==> src/hdl/prim_mst_pkg.sv <==
`default_nettype none
// ----------------------------------------------------------------------------
// prim_mst_pkg
// shared sizes, codes and controller/datapath interface types
// ----------------------------------------------------------------------------
package prim_mst_pkg;

	localparam int MAX_VERTICES = 64;
	localparam int WEIGHT_BITS  = 16;
	localparam int VERT_BITS    = $clog2(MAX_VERTICES);
	localparam int VCNT_BITS    = $clog2(MAX_VERTICES + 1);
	localparam int COST_BITS    = 22;

	localparam int MAT_DEPTH    = 1 << (2 * VERT_BITS);
	localparam int EDGE_DEPTH   = MAX_VERTICES - 1;
	localparam int EDGE_AW      = (EDGE_DEPTH > 1) ? $clog2(EDGE_DEPTH) : 1;
	localparam int EDGE_W       = 2 * VERT_BITS + WEIGHT_BITS;

	localparam logic [WEIGHT_BITS-1:0] NO_EDGE    = '1;
	localparam logic [VCNT_BITS-1:0]   VCNT_RESET = VCNT_BITS'(MAX_VERTICES);

	localparam logic MODE_LOAD = 1'b0;
	localparam logic MODE_RUN  = 1'b1;

	typedef struct packed {
		logic mat_we;
		logic run_init;
		logic scan_init;
		logic scan_issue;
		logic commit;
		logic emit_next;
		logic emit_load;
		logic err_load;
	} ctrl_cmd_t;

	typedef struct packed {
		logic scan_last;
		logic found;
		logic tree_full_next;
		logic emit_match;
		logic emit_final;
		logic out_free;
	} dp_status_t;

endpackage
`default_nettype wire

==> src/hdl/prim_mst_ctrl.sv <==
`default_nettype none
// ----------------------------------------------------------------------------
// prim_mst_ctrl
// sequencer for load, matrix scan passes, edge commit, sorted emission and error
// ----------------------------------------------------------------------------
module prim_mst_ctrl (
	input  wire                      clk,
	input  wire                      arst_n,
	input  wire                      in_valid,
	output logic                     in_ready,
	input  wire                      mode,
	input  prim_mst_pkg::dp_status_t st,
	output prim_mst_pkg::ctrl_cmd_t  cmd
);

	localparam logic [2:0] S_IDLE     = 3'd0;
	localparam logic [2:0] S_SCAN     = 3'd1;
	localparam logic [2:0] S_DRAIN    = 3'd2;
	localparam logic [2:0] S_DECIDE   = 3'd3;
	localparam logic [2:0] S_ERR      = 3'd4;
	localparam logic [2:0] S_EMIT_RD  = 3'd5;
	localparam logic [2:0] S_EMIT_CHK = 3'd6;

	logic [2:0] state_q;
	logic [2:0] state_d;

	always_comb begin
		state_d  = state_q;
		in_ready = 1'b0;
		cmd      = '0;
		unique case (state_q)
			S_IDLE: begin
				in_ready = 1'b1;
				if (in_valid) begin
					if (mode == prim_mst_pkg::MODE_LOAD) begin
						cmd.mat_we = 1'b1;
					end else begin
						cmd.run_init  = 1'b1;
						cmd.scan_init = 1'b1;
						state_d       = S_SCAN;
					end
				end
			end
			S_SCAN: begin
				cmd.scan_issue = 1'b1;
				if (st.scan_last) begin
					state_d = S_DRAIN;
				end
			end
			S_DRAIN: begin
				state_d = S_DECIDE;
			end
			S_DECIDE: begin
				if (!st.found) begin
					state_d = S_ERR;
				end else begin
					cmd.commit    = 1'b1;
					cmd.scan_init = 1'b1;
					state_d       = st.tree_full_next ? S_EMIT_RD : S_SCAN;
				end
			end
			S_ERR: begin
				if (st.out_free) begin
					cmd.err_load = 1'b1;
					state_d      = S_IDLE;
				end
			end
			S_EMIT_RD: begin
				state_d = S_EMIT_CHK;
			end
			S_EMIT_CHK: begin
				if (st.emit_match) begin
					if (st.out_free) begin
						cmd.emit_load = 1'b1;
						if (st.emit_final) begin
							state_d = S_IDLE;
						end else begin
							cmd.emit_next = 1'b1;
							state_d       = S_EMIT_RD;
						end
					end
				end else begin
					cmd.emit_next = 1'b1;
					state_d       = S_EMIT_RD;
				end
			end
			default: begin
				state_d = S_IDLE;
			end
		endcase
	end

	always_ff @(posedge clk or negedge arst_n) begin
		if (!arst_n) begin
			state_q <= S_IDLE;
		end else begin
			state_q <= state_d;
		end
	end

endmodule
`default_nettype wire

==> config.mk <==
export PLATFORM = sky130hd
export DESIGN_NAME = prim_mst_ctrl
export DESIGN_NICKNAME = d
export VERILOG_FILES = /design/src/hdl/prim_mst_pkg.sv /design/src/hdl/prim_mst_ctrl.sv
export SDC_FILE = /design/constraint.sdc
export NUM_CORES = 1
export LEC_CHECK = 0
export BUFFER_PORTS_ARGS = -buffer_cell sky130_fd_sc_hd__buf_4
export CELL_PAD_IN_SITES_DETAIL_PLACEMENT = 1
export CELL_PAD_IN_SITES_GLOBAL_PLACEMENT = 2
export CORE_MARGIN = 10
export CORE_UTILIZATION = 20
export DETAILED_ROUTE_END_ITERATION = 6
export GPL_ROUTABILITY_DRIVEN = 0
export GPL_TIMING_DRIVEN = 0
export PLACE_DENSITY_LB_ADDON = 0.1
export SYNTH_ARGS = -nofsm -noshare
export SYNTH_HDL_FRONTEND = slang
export SYNTH_SLANG_ARGS = --single-unit
==> constraint.sdc <==
create_clock -name clk -period 1.5 [get_ports clk]
set_input_delay 0.075 -clock clk [delete_from_list [all_inputs] [get_ports clk]]
set_output_delay 0.075 -clock clk [all_outputs]
set_load 0.005 [all_outputs]
==> flow_summary_export.csv, run 1 <==
group,metric,value,unit
critical_path,worst_setup_path_end_kind,"primary output",
die,die_x,60.8,um
clocking,cts_max_path_buffers,2,
critical_path,worstPathMaxFanout,10,
die,io_pins,19,
routing,vias,395,
routing,drt-initial-drc-count,4,
timing,relSlewSlack,87.5,%
routing,viasPerCell,4.70,
routing,drt_wl_total,1100,um
yosys,synth_cell_types,26,
yosys,ys_top_cells_by_count,"nand2_1 (5), nor2_1 (5), dfrtp_1 (3)",
die,fp-row-count,14,
routing,ant_nets,0,
final_layout,reg_top3,"state_q x3",
final_layout,largest-register,"state_q",
power_and_ir_drop,power.density,1710,nW/um2
clocking,clk_pin_slew,0.04,ns
die,die_h,60.8,um
clocking,cts_tree,"done",
yosys,syn_area_per_cell,7.92,um2
yosys,postSynth.asyncResetShare,100,%
yosys,synth_top_cell_by_area,"dfrtp_1",
die,coreArea,1540,um2
power_and_ir_drop,p_leak,0.000273,uW
yosys,synth_top_area_share,22.6,%
yosys,synth-edff-count,0,
yosys,synth-main-ff-cell,"dfrtp_1",
critical_path,r2r_end,"state_q[0]",
final_layout,final_util,36.2,%
power_and_ir_drop,ir_drop,0.000508,V
routing,firstDrtPassIters,3,
yosys,yosys-top-cells-area,"dfrtp_1 (23%), buf_6 (6.8%), nand2_1 (5.6%)",
timing,finalSetupTns,0,ns
clocking,root_buffer,"clkbuf_4",
critical_path,startpoint_type,"register",
critical_path,worstRegToRegCells,5,
critical_path,cpMostUsedCell,"buf_4",
critical_path,cp_cell_sequence,"buf_4 > nor3_4 > and3_1 > or2_1 > buf_4",
final_layout,nNetsFinal,79,
critical_path,critical-path-top-delay-family,"simple AND/OR/NAND/NOR gates",
outcome,status,"completed",
routing,drc,0,
final_layout,finalNonFillerCells,84,
critical_path,worstPathRequired,1.42,ns
yosys,synth_fp_nets,52,
clocking,clock-sinks,3,
placed_design,place.detailed.hpwl,846,um
worst_hold_path,hold_path_class,"in -> async",
final_layout,fin_area,558,um2
timing,period_minus_slack,1.42,ns
yosys,syn_inst,42,
critical_path,worstSetupPathType,"reg -> out",
die,die_area,3700,um2
placed_design,portBuffers,18,
routing,wl_per_cell,13.0,um
yosys,ys_ff_latch,3,
critical_path,crit_buf_inv,2,
timing,post-route-period-util,94.4,%
timing,fmax,706,MHz
critical_path,ff2ff_setup_slack,0.16,ns
run,maxCapViolations,0,
clocking,worstSkewPairLatency,0.23,ns
placed_design,place_inst,76,
critical_path,rr_startpoint,"state_q[0]",
clocking,h-tree-depth,1,
timing,rsz0062_at_grt,"no",
global_route,grt_overflow_total,0,
final_layout,diodes,0,
global_route,grt_pass1_wl,1750,um
clocking,numCtsBuffers,3,
global_route,grt_max_degree,11,
global_route,first_global_vias,422,
final_layout,largest_reg_flops,3,
critical_path,critical-path-max-stage-delay,0.36,ns
critical_path,cp.arrival,1.34,ns
global_route,grt_usage,5.97,%
placed_design,post_dp_cell_area,488,um2
die,start_util,21.6,%
timing,drv_slew,0,
yosys,netlist_area,333,um2
final_layout,drive_gt1_share,50.0,%
critical_path,critPathSlowestCell,"dfrtp_1",
timing,setup_violations,0,
final_layout,syn_to_final_growth,67.7,%
yosys,yosys_warnings,0,
yosys,yosysSeqAreaShare,22.6,%
global_route,antenna_found_initial,0,
timing,tightest_slew,0.187,ns
timing,finalClockSkew,0.000373,ns
timing,hold_viol,0,
## cells in the final DEF, fill, tap and decap left out
master,instances
o22ai_1,1
nor2b_1,2
a21boi_0,1
a32oi_1,1
clkbuf_1,1
a21oi_1,1
nand2_2,1
nand3b_1,2
o21ai_0,2
nand2_4,1
nor3_1,1
and2_1,1
nor3_4,1
a21bo_2,1
a31o_2,1
nor2_1,5
nor3b_2,1
inv_1,1
nand2b_1,2
buf_4,22
and3_1,2
and3_4,1
clkbuf_4,3
buf_6,2
dlygate4sd3_1,1
or2_1,1
nand2_1,4
o32a_1,1
dfrtp_1,3
and2b_1,1
## layout make-up
class	instances	area, um2
timing repair buffer	22	168
inverter	1	3.75
fill	204	983
multi-input combinational	35	235
clock buffer	4	26.3
buffer	3	30.0
tap	16	20.0
sequential	3	75.1
## repair_timing
action	4_1_cts	5_1_grt
endpoints found under the setup margin	0	1
resized for setup	0	4
hold buffers	1	0
endpoints found under the hold margin	3	0
setup buffers	0	3
## how the worst max path moves through the flow
stage                 endpoint  startpoint  cells after the start  slack (ns)
finish                  cmd[5]  state_q[2]                      5        0.08
global route            cmd[5]  state_q[0]                      5        0.01
CTS                     cmd[5]  state_q[2]                      5        0.02
detailed placement      cmd[5]  state_q[2]                      5        0.27
global placement        cmd[5]  state_q[2]                      5        0.27
floorplan           state_q[0]  state_q[1]                      4        0.33
## kinds of logic (layout without fill, tap and decap cells)
kind of cell | count (synthesis) | count (layout) | synth area share (%)
compound gates | 9 | 9 | 19.9
buf+inv | 4 | 30 | 9.40
flops | 3 | 3 | 22.6
simple gates | 26 | 26 | 48.1
## per-stage QoR
step | hold WS [ns] | power, uW | worst slack, ns
2_1_floorplan | -0.221 | 534 | 0.330
3_3_place_gp | -0.136 | 732 | 0.273
3_5_place_dp | -0.136 | 728 | 0.270
4_1_cts | 0.170 | 881 | 0.0225
5_1_grt | 0.165 | 1050 | 0.0104
6_report | 0.169 | 955 | 0.0840
## power by group
group	switching [uW]	total [uW]	internal (uW)	leakage, uW
registers	32.2	153	120	0.0000369
clock network	43.7	144	99.8	0.0000150
logic	285	659	374	0.000221
## worst reg2reg max path, cell delays in order, from the launching register on
cell and delay (ns):
dfrtp_1 0.41, buf_6 0.14, buf_4 0.13, nand2_4 0.04, and3_4 0.17, o32a_1 0.33
## metal layers
| layer | share of wire, % | track usage [%] | vias to the layer above |
|---|---|---|---|
| met5 | 0 | 0 | - |
| met4 | 0 | 3.76 | 0 |
| met3 | 11 | 1.88 | 0 |
| li1 | - | - | 198 |
| met2 | 44 | 9.02 | 15 |
| met1 | 44 | 7.12 | 182 |
No activity file was read; power rests on OpenSTA's default activity.
==> run 2, diff against run 1 <==
--- a/config.mk
+++ b/config.mk
@@ -14,6 +14,7 @@
 export GPL_ROUTABILITY_DRIVEN = 0
 export GPL_TIMING_DRIVEN = 0
 export PLACE_DENSITY_LB_ADDON = 0.1
+export SETUP_SLACK_MARGIN = 0.1
 export SYNTH_ARGS = -nofsm -noshare
 export SYNTH_HDL_FRONTEND = slang
 export SYNTH_SLANG_ARGS = --single-unit
==> constraint.sdc (replaced) <==
create_clock -name clk -period 1.5 [get_ports clk]
set_input_delay 0.15 -clock clk [delete_from_list [all_inputs] [get_ports clk]]
set_output_delay 0.15 -clock clk [all_outputs]
set_load 0.005 [all_outputs]
==> flow_summary_export.csv, run 2 (synthesis results as in run 1) <==
group,metric,value,unit
critical_path,startpoint_type,"register",
die,start_util,21.6,%
power_and_ir_drop,p_leak,0.000282,uW
clocking,cts_tree,"done",
die,io_pins,19,
timing,finalClockSkew,0.00351,ns
critical_path,cp.arrival,1.31,ns
timing,post-route-period-util,97.0,%
timing,whs,0.245,ns
timing,setup_violations,0,
global_route,antenna_found_initial,0,
timing,drv_slew,0,
power_and_ir_drop,p_seq_share,14.7,%
timing,hold_viol,0,
routing,vias,399,
timing,rsz0062_at_grt,"yes",
final_layout,diodes,0,
routing,drt-initial-drc-count,3,
timing,period_minus_slack,1.46,ns
final_layout,largest_reg_flops,3,
clocking,worstSkewPairLatency,0.23,ns
routing,drc,0,
global_route,grt_pass1_wl,1880,um
clocking,numCtsBuffers,3,
power_and_ir_drop,pwr-share-clk,13.9,%
die,die_h,60.8,um
placed_design,place.detailed.hpwl,846,um
critical_path,rr_startpoint,"state_q[0]",
die,fp-row-count,14,
global_route,first_global_vias,459,
final_layout,final_cell_mix,"buf_4 (21), nor2_1 (5), buf_6 (4), nand2_1 (4)",
routing,viasPerCell,4.69,
critical_path,crit_end,"cmd[5]",
placed_design,portBuffers,18,
critical_path,crit_buf_inv,2,
routing,firstDrtPassIters,3,
routing,wl_per_cell,13.2,um
clocking,clock-sinks,3,
worst_hold_path,hold_path_class,"in -> async",
run,maxCapViolations,0,
die,coreArea,1540,um2
final_layout,syn_to_final_growth,75.6,%
final_layout,fillCellCount,202,
critical_path,crit_cells,5,
outcome,status,"completed",
critical_path,ff2ff_setup_slack,0.19,ns
global_route,grt_usage,6.43,%
global_route,grt_max_degree,11,
critical_path,worstSetupPathType,"reg -> out",
power_and_ir_drop,switching_power,378,uW
final_layout,seq_area,75.1,um2
timing,relSlewSlack,88.3,%
critical_path,r2r_end,"state_q[0]",
final_layout,multi_input_area,246,um2
final_layout,layout_commonest_cell,"buf_4",
final_layout,final_util,37.9,%
final_layout,largest-register,"state_q",
final_layout,nNetsFinal,80,
clocking,cts_max_path_buffers,2,
final_layout,reg_top3,"state_q x3",
critical_path,worstPathMaxFanout,2,
final_layout,drive_gt1_share,52.2,%
clocking,h-tree-depth,1,
critical_path,startpoint,"state_q[1]",
timing,tightest_slew,0.174,ns
critical_path,critPathSlowestCell,"dfrtp_1",
routing,drt_wl_total,1120,um
die,die_area,3700,um2
routing,ant_nets,0,
power_and_ir_drop,intPower,635,uW
power_and_ir_drop,comb_power_share,71.4,%
power_and_ir_drop,power.density,1730,nW/um2
critical_path,worstRegToRegCells,5,
power_and_ir_drop,finalPower,1010,uW
clocking,clk_pin_slew,0.04,ns
timing,fmax,687,MHz
critical_path,worst_setup_path_end_kind,"primary output",
critical_path,cp_cell_sequence,"buf_6 > nor3_4 > and3_4 > or2_1 > buf_4",
critical_path,critical-path-max-stage-delay,0.39,ns
critical_path,worstPathRequired,1.35,ns
critical_path,critical-path-top-delay-family,"simple AND/OR/NAND/NOR gates",
die,die_x,60.8,um
power_and_ir_drop,p_sw_share,37.3,%
clocking,root_buffer,"clkbuf_4",
global_route,grt_overflow_total,0,
power_and_ir_drop,ir_drop,0.000546,V
run 2: cell count changes in the layout (fill, tap and decap cells not counted):
cell / before / now
nor3b_2: 1 / 0
nor3b_4: 0 / 1
and3_4: 1 / 2
and3_1: 2 / 1
buf_6: 2 / 4
buf_4: 22 / 21
run 2: per-stage QoR:
step,worst slack [ns],instances,instance area (um2),TNS (ns)
2_1_floorplan,0.303,42,333,0
3_3_place_gp,0.198,76,488,0
3_5_place_dp,0.195,76,488,0
4_1_cts,0.0411,85,569,0
5_1_grt,-0.0368,85,584,-0.0577
6_report,0.0448,85,584,0
run 2: worst min path at each step:
stage	start	slack (ns)	endpoint
6_report	arst_n	0.24	state_q[1]
5_1_grt	arst_n	0.24	state_q[1]
4_1_cts	arst_n	0.25	state_q[1]
3_5_place_dp	arst_n	-0.06	state_q[2]
3_3_place_gp	arst_n	-0.06	state_q[2]
2_1_floorplan	arst_n	-0.15	state_q[0]
run 2: routing by layer:
| metal | track usage, % | part of all wire (%) | vias to the layer above |
|---|---|---|---|
| met2 | 10.3 | 46 | 15 |
| met5 | 0 | 0 | - |
| met1 | 7.24 | 42 | 186 |
| met4 | 3.76 | 0 | 0 |
| met3 | 2.09 | 12 | 0 |
| li1 | - | - | 198 |
run 2: power by group through the flow:
stage | sequential, uW | combinational (uW) | clock, uW
6_report | 149 | 724 | 141
5_1_grt | 157 | 805 | 150
4_1_cts | 146 | 716 | 144
3_5_place_dp | 150 | 579 | 0
3_3_place_gp | 148 | 584 | 0
2_1_floorplan | 144 | 391 | 0
run 2: what timing repair did:
item	in CTS	in global routing
hold buffers	1	0
setup buffers	4	0
cloned	0	0
hold endpoints to repair	3	0
pin swaps	4	3
endpoints found under the setup margin	7	8
resized for setup	4	3
run 2: cell type report:
cell class | instances | share of cell area [%]
buffer | 3 | 5.14
clock buffer | 4 | 4.50
inverter | 1 | 0.642
multi-input combinational | 35 | 42.2
sequential | 3 | 12.8
tap | 16 | 3.43
timing repair buffer | 23 | 31.3
==> run 3, diff against run 2 <==
--- a/config.mk
+++ b/config.mk
@@ -5,12 +5,12 @@
 export SDC_FILE = /design/constraint.sdc
 export NUM_CORES = 1
 export LEC_CHECK = 0
-export BUFFER_PORTS_ARGS = -buffer_cell sky130_fd_sc_hd__buf_4
 export CELL_PAD_IN_SITES_DETAIL_PLACEMENT = 1
 export CELL_PAD_IN_SITES_GLOBAL_PLACEMENT = 2
-export CORE_MARGIN = 10
-export CORE_UTILIZATION = 20
+export CORE_AREA = 10 10 47 49
 export DETAILED_ROUTE_END_ITERATION = 6
+export DIE_AREA = 0 0 57 59
+export DONT_BUFFER_PORTS = 1
 export GPL_ROUTABILITY_DRIVEN = 0
 export GPL_TIMING_DRIVEN = 0
 export PLACE_DENSITY_LB_ADDON = 0.1
==> flow_summary_export.csv, run 3 (synthesis results as in run 1) <==
group,metric,value,unit
routing,ant_nets,0,
critical_path,worstSetupPathType,"reg -> out",
routing,vias,338,
final_layout,diodes,0,
clocking,worstSkewPairLatency,0.23,ns
timing,whs,0.171,ns
timing,hold_viol,0,
global_route,grt_overflow_total,0,
final_layout,largest_reg_flops,3,
timing,post-route-period-util,91.9,%
die,io_pins,19,
timing,relSlewSlack,86.3,%
global_route,grt_pass1_wl,1590,um
final_layout,fillCellCount,175,
die,coreArea,1400,um2
timing,finalClockSkew,0.000844,ns
timing,period_minus_slack,1.38,ns
final_layout,syn_to_final_growth,41.7,%
critical_path,worstPathMaxFanout,6,
routing,firstDrtPassIters,1,
critical_path,cp.arrival,1.23,ns
placed_design,place.detailed.hpwl,779,um
routing,drt-initial-drc-count,0,
critical_path,startpoint_type,"register",
routing,drt_wl_total,1040,um
outcome,status,"completed",
placed_design,post_dp_cell_area,353,um2
timing,finalSetupTns,0,ns
run,maxCapViolations,0,
final_layout,drive_gt1_share,46.2,%
critical_path,startpoint,"state_q[2]",
power_and_ir_drop,power.density,1970,nW/um2
critical_path,worst_setup_path_end_kind,"primary output",
worst_hold_path,hold_path_class,"in -> async",
final_layout,final_cell_mix,"buf_6 (4), buf_4 (4)",
routing,drc,0,
die,die_area,3360,um2
clocking,cts_tree,"done",
power_and_ir_drop,ir_drop,0.000790,V
routing,wl_per_cell,15.3,um
timing,rsz0062_at_grt,"yes",
clocking,h-tree-depth,1,
critical_path,rr_startpoint,"state_q[1]",
final_layout,fin_area,472,um2
global_route,first_global_vias,361,
timing,tightest_slew,0.205,ns
final_layout,largest-register,"state_q",
die,die_x,57,um
power_and_ir_drop,finalPower,929,uW
die,die_h,59,um
critical_path,worstPathRequired,1.35,ns
global_route,grt_usage,5.94,%
clocking,clock-sinks,3,
timing,drv_slew,0,
routing,viasPerCell,4.97,
timing,fmax,725,MHz
final_layout,reg_top3,"state_q x3",
clocking,numCtsBuffers,3,
clocking,cts_max_path_buffers,2,
timing,setup_violations,0,
die,fp-row-count,14,
clocking,root_buffer,"clkbuf_4",
final_layout,nNetsFinal,63,
die,start_util,23.7,%
global_route,grt_max_degree,8,
placed_design,portBuffers,0,
global_route,antenna_found_initial,0,
clocking,clk_pin_slew,0.04,ns
power_and_ir_drop,p_leak,0.000194,uW
[run 3: cell types whose count changed in the layout (fill, tap and decap cells not counted), sizes merged]
cell,previous run,this run
buf,25,8
[run 3: final cells by class]
class	count	area, um2	area share, %
repair buffers	6	51.3	10.9
inverters	1	3.75	0.796
multi-input cells	35	262	55.4
well taps	16	20.0	4.24
flip-flops and latches	3	75.1	15.9
clock buffers	4	26.3	5.57
plain buffers	3	33.8	7.16
[run 3: per-layer routing]
metal  wire length [um]  track usage (%)  vias to the layer above
met3                143             3.65                        0
li1                   -                -                      169
met5                  0                0                        -
met1                374             5.62                      156
met2                524             9.46                       13
met4                  0             4.03                        0
[run 3: path summary, 6_finish.rpt]
| check | endpoint | slack [ns] | depth (start not counted) |
|---|---|---|---|
| worst max-delay path | cmd[2] | 0.12 | 4 |
| worst min-delay path | state_q[2] | 0.17 | 1 |
| worst max register to register | state_q[0] | 0.16 | 5 |
| worst min register to register | state_q[0] | 0.72 | 2 |
| max in group asynchronous | state_q[0] | 1.19 | 1 |
| min in group clk | state_q[1] | 0.17 | 2 |
[run 3: where the power goes]
part	internal, uW	leakage (uW)	switching (uW)
clock	99.5	0.0000150	39.3
combinational	351	0.000142	280
sequential	121	0.0000369	38.2
[run 3: worst max-delay path, stage by stage (launching register included)]
cell and delay [ns]:
dfrtp_1 0.37, buf_6 0.13, buf_4 0.15, and2b_1 0.18
and3_4 0.17
[run 3: repair_timing]
action / CTS / global route
endpoints found under the setup margin: 3 / 6
hold buffers: 1 / 0
resized for setup: 5 / 7
pin swaps: 4 / 1
setup buffers: 4 / 1
endpoints found under the hold margin: 3 / 0
[run 3: stage by stage]
step                utilization [%]  instances  setup WS, ns
floorplan                         -         42         0.303
detailed placement             25.2         58         0.133
CTS                            31.3         67        0.0913
global placement               25.2         58         0.154
global route                   33.7         68        0.0416
finish                         33.7         68         0.121
